--- src/rtl/slbc_pkg.sv ---
`timescale 1ns / 1ps
// ----------------------------------------------------------------------------
// slbc_pkg
// Shared types, codes and lookup functions of the status LED blink-code block.
// ----------------------------------------------------------------------------
package slbc_pkg;

	// width of the elapsed and pulse counters
	localparam int TIMER_WIDTH = 16;
	// width of the timing registers
	localparam int CFG_MS_WIDTH = 16;
	localparam int CMP_WIDTH = (TIMER_WIDTH > CFG_MS_WIDTH) ? TIMER_WIDTH : CFG_MS_WIDTH;
	localparam int STEP_IDX_WIDTH = 5;

	// item kinds
	localparam logic [1:0] FUNC_TICK  = 2'd0;
	localparam logic [1:0] FUNC_STATE = 2'd1;
	localparam logic [1:0] FUNC_PULSE = 2'd2;

	// led modes
	localparam logic [1:0] MODE_OFF = 2'd0;
	localparam logic [1:0] MODE_ON  = 2'd1;
	localparam logic [1:0] MODE_1HZ = 2'd2;
	localparam logic [1:0] MODE_4HZ = 2'd3;

	// configuration register indexes
	localparam logic [1:0] REG_BLINK_STEP_MS = 2'd0;
	localparam logic [1:0] REG_PULSE_MS      = 2'd1;
	localparam logic [1:0] REG_PAUSE_STEPS   = 2'd2;

	// reset values of the configuration registers
	localparam logic [CFG_MS_WIDTH-1:0] BLINK_STEP_MS_RST = 16'd150;
	localparam logic [CFG_MS_WIDTH-1:0] PULSE_MS_RST      = 16'd250;
	localparam logic [3:0]              PAUSE_STEPS_RST   = 4'd6;

	typedef struct packed {
		logic [1:0] func;
		logic [3:0] new_state;
	} slbc_in_t;

	typedef struct packed {
		logic       led_write;
		logic [1:0] led_mode;
	} slbc_out_t;

	typedef struct packed {
		logic [CFG_MS_WIDTH-1:0] blink_step_ms;
		logic [CFG_MS_WIDTH-1:0] pulse_ms;
		logic [3:0]              pause_steps;
	} slbc_cfg_t;

	function automatic logic [1:0] base_mode(input logic [3:0] st);
		logic [1:0] m;
		unique case (st)
			4'd0: m = MODE_ON;
			4'd1: m = MODE_4HZ;
			4'd2: m = MODE_4HZ;
			4'd3: m = MODE_1HZ;
			4'd4: m = MODE_ON;
			default: m = MODE_OFF;
		endcase
		return m;
	endfunction

	// number of blinks in the pattern, zero for states without a pattern
	function automatic logic [3:0] blink_count(input logic [3:0] st);
		logic [3:0] n;
		if (st >= 4'd5 && st <= 4'd11) begin
			n = st - 4'd3;
		end else begin
			n = 4'd0;
		end
		return n;
	endfunction

endpackage

--- src/rtl/slbc_engine.sv ---
`timescale 1ns / 1ps
// ----------------------------------------------------------------------------
// slbc_engine
// Holds the indicator state and computes one result per fired item.
// ----------------------------------------------------------------------------
module slbc_engine
	import slbc_pkg::*;
(
	input  logic      clk,
	input  logic      arst_n,
	input  logic      fire,
	input  slbc_in_t  item,
	input  slbc_cfg_t cfg,
	output slbc_out_t result
);

	localparam logic [TIMER_WIDTH-1:0] TIMER_MAX = {TIMER_WIDTH{1'b1}};

	logic [3:0]                current_status_q, current_status_n;
	logic                      status_valid_q, status_valid_n;
	logic [STEP_IDX_WIDTH-1:0] step_idx_q, step_idx_n;
	logic [TIMER_WIDTH-1:0]    since_q, since_n;
	logic                      pulse_active_q, pulse_active_n;
	logic [TIMER_WIDTH-1:0]    pulse_rem_q, pulse_rem_n;

	logic [TIMER_WIDTH-1:0]    since_inc;
	logic [TIMER_WIDTH-1:0]    rem_dec;
	logic [TIMER_WIDTH-1:0]    pulse_load;
	logic [3:0]                n_blinks;
	logic [STEP_IDX_WIDTH-1:0] twice_n;
	logic [STEP_IDX_WIDTH-1:0] seq_len;
	logic [STEP_IDX_WIDTH-1:0] idx_inc;
	logic                      held;
	logic                      step_due;

	always_comb begin
		since_inc = (since_q == TIMER_MAX) ? since_q : since_q + 1'b1;
		rem_dec   = (pulse_rem_q != '0) ? pulse_rem_q - 1'b1 : pulse_rem_q;
		// clamp the pulse length to the counter range
		pulse_load = (CMP_WIDTH'(cfg.pulse_ms) > CMP_WIDTH'(TIMER_MAX)) ?
			TIMER_MAX : TIMER_WIDTH'(cfg.pulse_ms);
		n_blinks = blink_count(current_status_q);
		twice_n  = STEP_IDX_WIDTH'({n_blinks, 1'b0});
		seq_len  = twice_n + STEP_IDX_WIDTH'(cfg.pause_steps);
		idx_inc  = step_idx_q + 1'b1;
		step_due = CMP_WIDTH'(since_inc) >= CMP_WIDTH'(cfg.blink_step_ms);

		current_status_n = current_status_q;
		status_valid_n   = status_valid_q;
		step_idx_n       = step_idx_q;
		since_n          = since_q;
		pulse_active_n   = pulse_active_q;
		pulse_rem_n      = pulse_rem_q;
		held             = 1'b0;
		result.led_write = 1'b0;
		result.led_mode  = MODE_OFF;

		unique case (item.func)
			FUNC_STATE: begin
				if (!(status_valid_q && current_status_q == item.new_state)) begin
					current_status_n = item.new_state;
					status_valid_n   = 1'b1;
					step_idx_n       = '0;
					pulse_active_n   = 1'b0;
					result.led_write = 1'b1;
					result.led_mode  = base_mode(item.new_state);
				end
			end
			FUNC_PULSE: begin
				pulse_active_n   = 1'b1;
				pulse_rem_n      = pulse_load;
				result.led_write = 1'b1;
				result.led_mode  = MODE_ON;
			end
			FUNC_TICK: begin
				since_n     = since_inc;
				pulse_rem_n = rem_dec;
				if (pulse_active_q) begin
					if (rem_dec != '0) begin
						held = 1'b1;
					end else begin
						pulse_active_n   = 1'b0;
						result.led_write = 1'b1;
						result.led_mode  = base_mode(current_status_q);
					end
				end
				// a blink step overrides the mode written by the pulse end
				if (!held && n_blinks != 4'd0 && step_due) begin
					since_n    = '0;
					step_idx_n = idx_inc;
					priority if (idx_inc <= twice_n) begin
						result.led_write = 1'b1;
						result.led_mode  = idx_inc[0] ? MODE_ON : MODE_OFF;
					end else if (idx_inc >= seq_len) begin
						step_idx_n = '0;
					end else begin
						result.led_write = 1'b1;
						result.led_mode  = MODE_OFF;
					end
				end
			end
			default: begin
			end
		endcase
	end

	always_ff @(posedge clk or negedge arst_n) begin
		if (!arst_n) begin
			current_status_q <= '0;
			status_valid_q   <= 1'b0;
			step_idx_q       <= '0;
			since_q          <= '0;
			pulse_active_q   <= 1'b0;
			pulse_rem_q      <= '0;
		end else if (fire) begin
			current_status_q <= current_status_n;
			status_valid_q   <= status_valid_n;
			step_idx_q       <= step_idx_n;
			since_q          <= since_n;
			pulse_active_q   <= pulse_active_n;
			pulse_rem_q      <= pulse_rem_n;
		end
	end

endmodule

--- src/rtl/status_led_blink_code.sv ---
`timescale 1ns / 1ps
// ----------------------------------------------------------------------------
// status_led_blink_code
// Status LED mode controller driven by state, pulse and millisecond tick beats.
// ----------------------------------------------------------------------------
// Input channel (in_valid / in_stall / in_data) takes one beat per item: a
// millisecond tick, a state change or a success pulse. Every item yields
// exactly one result beat on the output channel (out_valid / out_stall /
// out_data) carrying led_write and the mode written.
// The beat is held in the input register, then the state update writes the
// result register once the output register is free or being drained.
// Throughput is one item per clock while the output is not stalled.
// When the receiver stalls, the output register holds its beat; the input
// register still fills, and in_stall rises once both registers are full.
// The configuration channel (cfg_valid / cfg_ready, cfg_index, cfg_data) is
// always ready; writes are expected only while the block is idle.
// Reset clears the indicator state, both pipeline valids and loads the
// timing registers with 150 ms step, 250 ms pulse and 6 pause steps.
// ----------------------------------------------------------------------------
module status_led_blink_code
	import slbc_pkg::*;
(
	input  logic                    clk,
	input  logic                    arst_n,
	input  logic                    in_valid,
	output logic                    in_stall,
	input  slbc_in_t                in_data,
	output logic                    out_valid,
	input  logic                    out_stall,
	output slbc_out_t               out_data,
	input  logic                    cfg_valid,
	output logic                    cfg_ready,
	input  logic [1:0]              cfg_index,
	input  logic [CFG_MS_WIDTH-1:0] cfg_data
);

	slbc_cfg_t cfg_q;
	slbc_in_t  item_s1;
	logic      valid_s1;
	slbc_out_t result;
	slbc_out_t out_s2;
	logic      valid_s2;
	logic      adv_out;
	logic      fire;

	assign cfg_ready = 1'b1;

	always_ff @(posedge clk or negedge arst_n) begin
		if (!arst_n) begin
			cfg_q.blink_step_ms <= BLINK_STEP_MS_RST;
			cfg_q.pulse_ms      <= PULSE_MS_RST;
			cfg_q.pause_steps   <= PAUSE_STEPS_RST;
		end else if (cfg_valid && cfg_ready) begin
			unique case (cfg_index)
				REG_BLINK_STEP_MS: cfg_q.blink_step_ms <= cfg_data;
				REG_PULSE_MS:      cfg_q.pulse_ms      <= cfg_data;
				REG_PAUSE_STEPS:   cfg_q.pause_steps   <= cfg_data[3:0];
				default: begin
				end
			endcase
		end
	end

	// output register is free or being drained this cycle
	assign adv_out  = !valid_s2 || !out_stall;
	assign fire     = valid_s1 && adv_out;
	assign in_stall = valid_s1 && !adv_out;

	always_ff @(posedge clk or negedge arst_n) begin
		if (!arst_n) begin
			valid_s1 <= 1'b0;
			valid_s2 <= 1'b0;
		end else begin
			if (!in_stall) begin
				valid_s1 <= in_valid;
			end
			if (adv_out) begin
				valid_s2 <= valid_s1;
			end
		end
	end

	always_ff @(posedge clk) begin
		if (!in_stall && in_valid) begin
			item_s1 <= in_data;
		end
		if (fire) begin
			out_s2 <= result;
		end
	end

	slbc_engine u_engine (
		.clk    (clk),
		.arst_n (arst_n),
		.fire   (fire),
		.item   (item_s1),
		.cfg    (cfg_q),
		.result (result)
	);

	assign out_valid = valid_s2;
	assign out_data  = out_s2;

endmodule

--- config.mk ---
export PLATFORM = sky130hd
export DESIGN_NAME = status_led_blink_code
export DESIGN_NICKNAME = d
export VERILOG_FILES = /design/src/rtl/slbc_pkg.sv /design/src/rtl/slbc_engine.sv /design/src/rtl/status_led_blink_code.sv
export SDC_FILE = /design/constraint.sdc
export NUM_CORES = 1
export LEC_CHECK = 0
export BUFFER_PORTS_ARGS = -buffer_cell sky130_fd_sc_hd__buf_2
export CORE_AREA = 4 4 132 134
export CTS_CLUSTER_SIZE = 12
export DETAILED_ROUTE_END_ITERATION = 16
export DIE_AREA = 0 0 136 138
export GPL_ROUTABILITY_DRIVEN = 0
export GPL_TIMING_DRIVEN = 0
export HOLD_SLACK_MARGIN = 0.03
export PLACE_DENSITY = 0.58
export SYNTH_ARGS = -nofsm -noshare
export SYNTH_HDL_FRONTEND = slang
export SYNTH_HIERARCHICAL = 1
export SYNTH_SLANG_ARGS = --single-unit
--- constraint.sdc ---
create_clock -name clk -period 10 [get_ports clk]
set_clock_uncertainty 0.05 [all_clocks]
set_input_delay 3 -clock clk [delete_from_list [all_inputs] [get_ports clk]]
set_output_delay 3 -clock clk [all_outputs]
set_load 0.1 [all_outputs]
==> results of run 1 <==
-- routing by layer --
metal | track usage (%) | vias up
met5 | 0 | -
met4 | 5.57 | 0
met3 | 3.23 | 27
met2 | 23.7 | 142
met1 | 20.8 | 2279
li1 | - | 2191
-- worst register-to-register path: stages, from the launching register on --
cell and delay (ns):
dfrtp_1 0.32, clkbuf_1 0.24, and4_1 0.28, and3_1 0.22, nand3_1 0.15, nor4_2 0.71, nor2_1 0.28, and3_1 0.30
xor2_1 0.15, ha_1 0.31, nand4_1 0.11, nor2_1 0.24, o221ai_1 0.22, a211o_1 0.33, a21oi_1 0.30, and2_1 0.38
buf_2 0.31, o21ai_0 0.13, a22o_1 0.23
-- final cells by class --
class,count,area (um2)
Buffer,21,110
Tap cell,220,275
Fill cell,1603,9890
Inverter,36,135
Timing Repair Buffer,34,195
Multi-Input combinational cell,432,3070
Clock buffer,13,280
Sequential cell,90,2310
Clock inverter,3,21.3
-- report_power, final --
group	internal (mW)	switching, mW	total, mW
combinational	0.189	0.250	0.439
clock	0.196	0.142	0.338
sequential	0.445	0.0703	0.515
total	0.829	0.463	1.29
-- state kept, by name (all words and copies together) (netlist names), 3 cells and up --
name,count
u_engine/since_q,16
cfg_q,36
out_data,3
u_engine/current_status_q,4
u_engine/pulse_rem_q,16
item_s1,6
u_engine/step_idx_q,5
-- through the flow --
| step | hold WS [ns] | power [mW] | utilization (%) | instance area, um2 |
|---|---|---|---|---|
| floorplan | 0.385 | 0.832 | - | 5620 |
| global route | 0.454 | 1.39 | 39.3 | 6400 |
| global placement | 0.406 | 0.931 | 37.2 | 6060 |
| finish | 0.421 | 1.29 | 39.3 | 6400 |
| detailed placement | 0.403 | 0.955 | 37.4 | 6090 |
| CTS | 0.422 | 1.30 | 39.3 | 6400 |
-- logic make-up after synthesis --
group           after synthesis  synth area share, %
simple gates                193                 18.0
fa+ha+maj                    37                 8.36
xor+xnor                     20                 3.11
flops                        90                 41.1
other cells                   1               0.0667
compound gates              133                 15.5
buf+inv                      57                 4.36
mux                          48                 9.54
-- how the worst min path moves through the flow --
stage / from / end / depth (start not counted)
after floorplan: u_engine/status_valid_q$_DFFE_PN0P_ / u_engine/status_valid_q$_DFFE_PN0P_ / 1
after global placement: u_engine/status_valid_q$_DFFE_PN0P_ / u_engine/status_valid_q$_DFFE_PN0P_ / 1
after detailed placement: u_engine/status_valid_q$_DFFE_PN0P_ / u_engine/status_valid_q$_DFFE_PN0P_ / 1
after CTS: u_engine/status_valid_q$_DFFE_PN0P_ / u_engine/status_valid_q$_DFFE_PN0P_ / 1
after global routing: u_engine/status_valid_q$_DFFE_PN0P_ / u_engine/status_valid_q$_DFFE_PN0P_ / 1
final: u_engine/status_valid_q$_DFFE_PN0P_ / u_engine/status_valid_q$_DFFE_PN0P_ / 1
-- placed cells by master (no fill, tap or decap), drive strengths merged, types with 11 or more instances in the layout --
| cell type | n |
|---|---|
| a21oi | 30 |
| buf | 40 |
| clkbuf | 28 |
| dfrtp | 69 |
| dfstp | 12 |
| ha | 36 |
| inv | 36 |
| mux2 | 45 |
| nand2 | 43 |
| nand2b | 11 |
| nand3 | 15 |
| nor2 | 49 |
| nor3 | 15 |
| nor4 | 11 |
| o21ai | 40 |
| xnor2 | 11 |
==> metrics.cfg, run 1 <==
[drt]
first_iter_violations = 316
drt-total-wl_um = 13700
met2RoutedLength_um = 6510
wl_per_cell_um = 16.2
drtAntennaViolNets = 0
vias = 4639
top_layer = met4
routed-wl-met3_um = 728
post-route-drc-count = 0
dr.pass1.iters = 5
wl_met1_um = 6190
vias_per_cell = 5.46

[worst_setup_path]
worstSetupEndpointType = primary output
worstSetupStartpointType = input port
path_buf_inv = 3
critPathTopFamily = buffers and inverters
crit_path_frequent_cell = buf_2
r2r_cells = 18
endpoint = in_stall
cp_num_cells = 4
max_stage_delay_ns = 0.42
worstPathArrival_ns = 3.67
critPathRequiredTime_ns = 6.95
cp-startpoint = out_stall
crit_chain = buf_2 -> nand3_1 -> inv_1 -> buf_2
path_max_fanout = 3
worst-setup-path-type = input port to primary output
r2r_end = u_engine/since_q[8]$_DFFE_PN0P_
cp_slowest_cell = buf_2
rrSetupSlack_ns = 4.63
r2r_start = u_engine/since_q[3]$_DFFE_PN0P_

[global_route]
gr-usage-all-layers_pct = 15.2
grt_pass1_wl_um = 23200
grt_antenna_before_repair = 0
grt_pass1_vias = 4615
grt_overflow = 0
grt_start_max_net_pins = 53

[place]
dp_cells = 833
numPortBuffers = 33
dpl.hpwl_um = 10500
pre_cts_slack_ns = 3.28

[flow_run]
cap_violations = 0

[logic_synthesis]
yosysMostFrequentCell = dfrtp_1
netlist_instances = 579
yosys_most_used_dff = dfrtp_1
avgSynthCellArea_um2 = 9.71
async_reset_ff_share_pct = 90.0
ys_top_cells_by_count = dfrtp_1 (69), nor2_1 (48), nand2_1 (43)
ys_types = 73
synth_top_cell_by_area = dfrtp_1
synth_area_um2 = 5620
syn_nets = 645
ys_ff_latch = 90
seq_area_frac_synth_pct = 41.1
synth_top_area_share_pct = 30.7
yosys_warnings = 6
synth-edff-count = 9
synth_area_leaders = dfrtp_1 (31%), mux2_2 (8.4%), ha_1 (8.0%), dfstp_2 (5.6%), edfxtp_1 (4.8%)

[finish]
final_cells = 849
diodes = 0
syn_to_final_growth_pct = 13.7
fin_nets = 690
final_layout_size_suffix_gt1_share_pct = 19.4

[floorplanning]
die-width_um = 136
fp-row-count = 47
die-area_um2 = 18800
start_util_pct = 34.5
io_pins = 35
die_y_um = 138
core_um2 = 16300

[sta]
setup_viol = 0
period_needed_ns = 6.72
clock.fmax_mhz = 149
hold_viol = 0
maxSlewHeadroom_pct = 37.0
fin_crit_sh_pct = 67.2
tns_ns = 0
rsz0062_at_grt = false
tightest_slew_ns = 0.937
finalMaxSlewViolations = 0
finalWorstSetupSlack_ns = 3.28

[power]
p_per_area_nw_per_um2 = 202
power_leakage_nw = 2.78
peakVddDrop_v = 0.0000978

[cts]
cts_hold_buf = 0
clkTransAtPathRegs_ns = 0.06
cts.sink_count = 90
cts_setup_buffers = 0
cts_buffer_depth = 2
cts_tree = done
cts_resized = 0
numCtsBuffers = 9
htreeDepth = 3
clockRootBuffer = clkbuf_16
clk_latency_ns = 0.35

[worst_hold_path]
holdCritPathClass = flip-flop to flip-flop

[run_status]
status = finished, final reports clean

(Power assumes the default switching activity.)
==> run 2: changes to the inputs <==
Settings changed: PLACE_DENSITY 0.58 to 0.6.
Clock period 10 ns to 5.9 ns, I/O delays scaled along.
==> run 2 against run 1 <==
  * Core utilization hardly changed
  * Cell area about the same
  * Critical endpoint is now u_engine/since_q[8]$_DFFE_PN0P_
  * Critical path type is now flip-flop to flip-flop
  * Hold slack better by 0.0053 ns
  * Largest cell class unchanged
==> metrics.cfg, run 2 (synthesis results as in run 1) <==
[run_status]
status = finished, final reports clean

[cts]
cts_setup_buffers = 0
htreeDepth = 3
clkTransAtPathRegs_ns = 0.06
numCtsBuffers = 9
cts_hold_buf = 0
cts_tree = done
cts_resized = 0
cts.sink_count = 90
cts_buffer_depth = 2
clockRootBuffer = clkbuf_16
clk_latency_ns = 0.35

[finish]
final_cell_mix = dfrtp_1 (69), nor2_1 (48), nand2_1 (43), mux2_2 (42), o21ai_0 (39)
final_cells = 848
multi_input_area_um2 = 3070
layout_commonest_cell = dfrtp_1
top_regs = cfg_q x36, u_engine/pulse_rem_q x16, u_engine/since_q x16
fin_nets = 690
diodes = 0
final_layout_size_suffix_gt1_share_pct = 18.9
regMostFlops = cfg_q
syn_to_final_growth_pct = 13.8
fillers = 1626
seq_area_um2 = 2310
largest_reg_flops = 36

[sta]
period_needed_ns = 5.38
tightest_slew_ns = 0.939
finalMaxSlewViolations = 0
hold_slack_ns = 0.427
fin_crit_sh_pct = 91.3
setup_viol = 0
tns_ns = 0
finalWorstSetupSlack_ns = 0.516
rsz0062_at_grt = false
maxSlewHeadroom_pct = 36.8
clock.fmax_mhz = 186
hold_viol = 0

[worst_setup_path]
worstPathArrival_ns = 5.57
worstSetupEndpointType = flip-flop
critPathRequiredTime_ns = 6.09
path_max_fanout = 10
worst-setup-path-type = flip-flop to flip-flop
worstSetupStartpointType = flip-flop

[drt]
first_iter_violations = 502
post-route-drc-count = 0
vias_per_cell = 5.38
dr.pass1.iters = 5
drtAntennaViolNets = 0
drt-total-wl_um = 13600
wl_per_cell_um = 16.0
vias = 4566

[floorplanning]
start_util_pct = 34.5
io_pins = 35
core_um2 = 16300
die_y_um = 138
fp-row-count = 47
die-area_um2 = 18800
die-width_um = 136

[global_route]
grt_antenna_before_repair = 0
grt_overflow = 0
grt_pass1_vias = 4590
grt_pass1_wl_um = 22700
grt_start_max_net_pins = 57
gr-usage-all-layers_pct = 15.0

[flow_run]
cap_violations = 0

[power]
p_int_mw = 1.43
seq_power_share_pct = 39.7
peakVddDrop_v = 0.000170
power_frac_comb_pct = 33.2
clock_power_share_pct = 27.0
swShare_pct = 34.7
p_total_mw = 2.19
power_leakage_nw = 2.78
p_switching_mw = 0.760
p_per_area_nw_per_um2 = 343

[place]
dp_cells = 833
pre_cts_slack_ns = 0.544
dpl.hpwl_um = 10400
numPortBuffers = 33

[worst_hold_path]
holdCritPathClass = flip-flop to flip-flop

-- run 2: cell types whose count changed in the layout (fill, tap and decap cells not counted) --
cell	delta
clkbuf_1	+2
clkinvlp_4	-1
clkbuf_8	-3
clkbuf_16	+1
bufinv_16	+1
clkinv_4	-1
-- run 2: cell type report --
class | count | share of cell area [%]
timing repair buffer | 34 | 3.05
tap | 220 | 4.30
inverter | 36 | 2.11
clock inverter | 2 | 0.547
buffer | 21 | 1.72
clock buffer | 13 | 4.24
sequential | 90 | 36.1
multi-input combinational | 432 | 47.9
-- run 2: path summary, 6_finish.rpt --
kind / from / endpoint / slack (ns) / depth (start not counted)
max: u_engine/since_q[3]$_DFFE_PN0P_ / u_engine/since_q[8]$_DFFE_PN0P_ / 0.52 / 18
min: valid_s1$_DFFE_PN0N_ / out_valid$_DFFE_PN0P_ / 0.43 / 1
max reg2reg: u_engine/since_q[3]$_DFFE_PN0P_ / u_engine/since_q[8]$_DFFE_PN0P_ / 0.52 / 18
min reg2reg: valid_s1$_DFFE_PN0N_ / out_valid$_DFFE_PN0P_ / 0.43 / 1
max in group asynchronous: arst_n / cfg_q[5]$_DFFE_PN1P_ / 3.87 / 2
min in group asynchronous: arst_n / u_engine/since_q[10]$_DFFE_PN0P_ / 1.29 / 1
-- run 2: stage by stage --
| step | area [um2] | utilization, % |
|---|---|---|
| after CTS | 6400 | 39.3 |
| after global placement | 6060 | 37.2 |
| final | 6400 | 39.3 |
| after floorplan | 5620 | - |
| after detailed placement | 6090 | 37.4 |
| after global routing | 6400 | 39.3 |
-- run 2: per-layer routing --
| metal | GRT usage, % | up-vias | part of all wire (%) |
|---|---|---|---|
| li1 | - | 2183 | - |
| met1 | 19.8 | 2221 | 45 |
| met2 | 23.6 | 127 | 47 |
| met3 | 3.34 | 35 | 4.9 |
| met4 | 6.79 | 0 | 3.4 |
| met5 | 0 | - | 0 |
-- run 2: power groups by stage --
| stage | sequential [mW] | combinational, mW | clock, mW |
|---|---|---|---|
| final | 0.871 | 0.729 | 0.592 |
| after global routing | 0.891 | 0.833 | 0.633 |
| after CTS | 0.871 | 0.729 | 0.611 |
| after detailed placement | 0.882 | 0.725 | 0 |
| after global placement | 0.877 | 0.700 | 0 |
| after floorplan | 0.860 | 0.550 | 0 |
-- run 2: worst max-delay path, stage by stage (launching register included) --
cell and delay [ns]:
dfrtp_1 0.32, clkbuf_1 0.24, and4_1 0.28, and3_1 0.22, nand3_1 0.16, nor4_2 0.69, nor2_1 0.26, and3_1 0.29
xor2_1 0.15, ha_1 0.32, nand4_1 0.11, nor2_1 0.25, o221ai_1 0.22, a211o_1 0.33, a21oi_1 0.29, and2_1 0.41
buf_2 0.33, o21ai_0 0.12, a22o_1 0.23
==> run 3: changes to the inputs <==
Settings changed: CELL_PAD_IN_SITES_DETAIL_PLACEMENT from default to 0, CELL_PAD_IN_SITES_GLOBAL_PLACEMENT from default to 1, PLACE_DENSITY 0.6 to 0.71.
==> run 3 against run 2 <==
  * Clock power down 12%
  * Die area unchanged
  * Core utilization down 0.30 points
  * Register-to-register slack about the same
  * Fmax down 0.13%
  * Wire length up 4.2%
  * Via count about the same
  * Combinational power up 2%
  * Global-route usage up 0.31 points
  * Sequential power about the same
  * Total power down 2.7%
  * Highest routed layer unchanged
==> metrics.cfg, run 3 (synthesis results as in run 1) <==
[power]
p_per_area_nw_per_um2 = 336
p_total_mw = 2.13
power_leakage_nw = 2.76
peakVddDrop_v = 0.000169

[worst_setup_path]
rrSetupSlack_ns = 0.51
path_max_fanout = 10
path_buf_inv = 2
worstSetupEndpointType = flip-flop
r2r_end = u_engine/since_q[8]$_DFFE_PN0P_
critPathRequiredTime_ns = 6.08
critPathTopFamily = simple AND/OR/NAND/NOR gates
crit_chain = clkbuf_1 -> and4_1 -> and3_1 -> nand3_1 -> nor4_2 -> nor2_1 -> and3_1 -> xor2_1 -> ha_1 -> nand4_1 -> nor2_1 -> o221ai_1 -> a211o_1 -> a21oi_1 -> and2_1 -> buf_2 -> o21ai_0 -> a22o_1
cp_slowest_cell = nor4_2
worstSetupStartpointType = flip-flop
worstPathArrival_ns = 5.58
r2r_cells = 18
worst-setup-path-type = flip-flop to flip-flop
max_stage_delay_ns = 0.69
r2r_start = u_engine/since_q[3]$_DFFE_PN0P_

[finish]
fin_area_um2 = 6350
regMostFlops = cfg_q
syn_to_final_growth_pct = 12.9
fin_nets = 690
final_cell_mix = dfrtp_1 (69), nor2_1 (48), nand2_1 (43), mux2_2 (42), o21ai_0 (39)
diodes = 0
top_regs = cfg_q x36, u_engine/pulse_rem_q x16, u_engine/since_q x16
final_layout_size_suffix_gt1_share_pct = 18.8
largest_reg_flops = 36
fillers = 1638
layout_commonest_cell = dfrtp_1

[floorplanning]
die-width_um = 136
io_pins = 35
start_util_pct = 34.5
die_y_um = 138
die-area_um2 = 18800
fp-row-count = 47
core_um2 = 16300

[sta]
fin_crit_sh_pct = 91.4
finalMaxSlewViolations = 0
tightest_slew_ns = 1.04
setup_viol = 0
maxSlewHeadroom_pct = 30.2
tns_ns = 0
hold_viol = 0
hold_slack_ns = 0.416
rsz0062_at_grt = false
clock.fmax_mhz = 185
period_needed_ns = 5.39

[global_route]
grt_overflow = 0
grt_antenna_before_repair = 0
gr-usage-all-layers_pct = 15.4
grt_pass1_wl_um = 23000
grt_start_max_net_pins = 57
grt_pass1_vias = 4499

[cts]
clockRootBuffer = clkbuf_16
numCtsBuffers = 9
cts_hold_buf = 0
cts_tree = done
htreeDepth = 3
cts.sink_count = 90
cts_setup_buffers = 0
clkTransAtPathRegs_ns = 0.07
cts_resized = 0
clk_latency_ns = 0.35
cts_buffer_depth = 2

[worst_hold_path]
whs_path_depth = 1
holdCritStartpoint = u_engine/status_valid_q$_DFFE_PN0P_
whs_endpoint = u_engine/status_valid_q$_DFFE_PN0P_
holdCritPathClass = flip-flop to flip-flop

[drt]
drt-total-wl_um = 14100
vias = 4567
wl_per_cell_um = 16.6
dr.pass1.iters = 5
post-route-drc-count = 0
drtAntennaViolNets = 0
first_iter_violations = 298
vias_per_cell = 5.38

[flow_run]
cap_violations = 0

[place]
placed_area_um2 = 6090
dpl.hpwl_um = 10600
numPortBuffers = 33

[run_status]
status = finished, final reports clean

==> run 3: cell count changes in the layout (fill, tap and decap cells not counted) <==
cell / before / now
bufinv_16: 1 / 0
clkbuf_8: 1 / 0
clkinv_2: 1 / 2
clkbuf_16: 10 / 9
clkinvlp_4: 0 / 1
clkbuf_1: 17 / 19
==> run 3: area by class of cell <==
type	instances	area, um2	share of cell area [%]
Timing Repair Buffer	34	195	3.07
Multi-Input combinational cell	432	3070	48.3
Inverter	36	135	2.13
Clock inverter	3	17.5	0.276
Sequential cell	90	2310	36.4
Buffer	21	110	1.73
Clock buffer	13	240	3.78
Tap cell	220	275	4.33
==> run 3: layer usage <==
metal  vias to the layer above  share of wire (%)  track usage (%)
met5                         -                  0                0
met4                         0                2.0             5.20
met3                        21                5.7             4.14
met2                       136                 46             22.9
met1                      2225                 46             21.5
li1                       2185                  -                -
==> run 3: worst register-to-register path, stage by stage (launching register included) <==
cell	delay, ns
dfrtp_1	0.32
clkbuf_1	0.24
and4_1	0.29
and3_1	0.23
nand3_1	0.15
nor4_2	0.69
nor2_1	0.27
and3_1	0.29
xor2_1	0.15
ha_1	0.31
nand4_1	0.12
nor2_1	0.22
o221ai_1	0.19
a211o_1	0.32
a21oi_1	0.33
and2_1	0.41
buf_2	0.34
o21ai_0	0.13
a22o_1	0.23
==> run 3: worst max-delay path by stage <==
stage                     cells past startpoint                                to                             from  slack [ns]
after CTS                                    18   u_engine/since_q[8]$_DFFE_PN0P_  u_engine/since_q[3]$_DFFE_PN0P_        0.50
after floorplan                               2                          in_stall                        out_stall        1.58
after global routing                         18  u_engine/since_q[11]$_DFFE_PN0P_  u_engine/since_q[3]$_DFFE_PN0P_        0.16
after global placement                       18   u_engine/since_q[8]$_DFFE_PN0P_  u_engine/since_q[3]$_DFFE_PN0P_        0.57
final                                        18   u_engine/since_q[8]$_DFFE_PN0P_  u_engine/since_q[3]$_DFFE_PN0P_        0.51
after detailed placement                     18   u_engine/since_q[8]$_DFFE_PN0P_  u_engine/since_q[3]$_DFFE_PN0P_        0.53
==> run 3: where the power goes <==
part | internal (mW) | switching, mW | total (mW) | leakage [nW]
clock network | 0.285 | 0.237 | 0.522 | 0.124
registers | 0.754 | 0.117 | 0.871 | 1.06
logic | 0.319 | 0.422 | 0.741 | 1.57
total | 1.36 | 0.777 | 2.13 | 2.76
==> run 3: stage by stage <==
step	util, %	instances	worst slack [ns]
finish	39.0	849	0.509
detailed placement	37.4	833	0.527
global route	39.0	849	0.159
CTS	39.0	849	0.496
global placement	37.2	832	0.569
floorplan	-	579	1.58
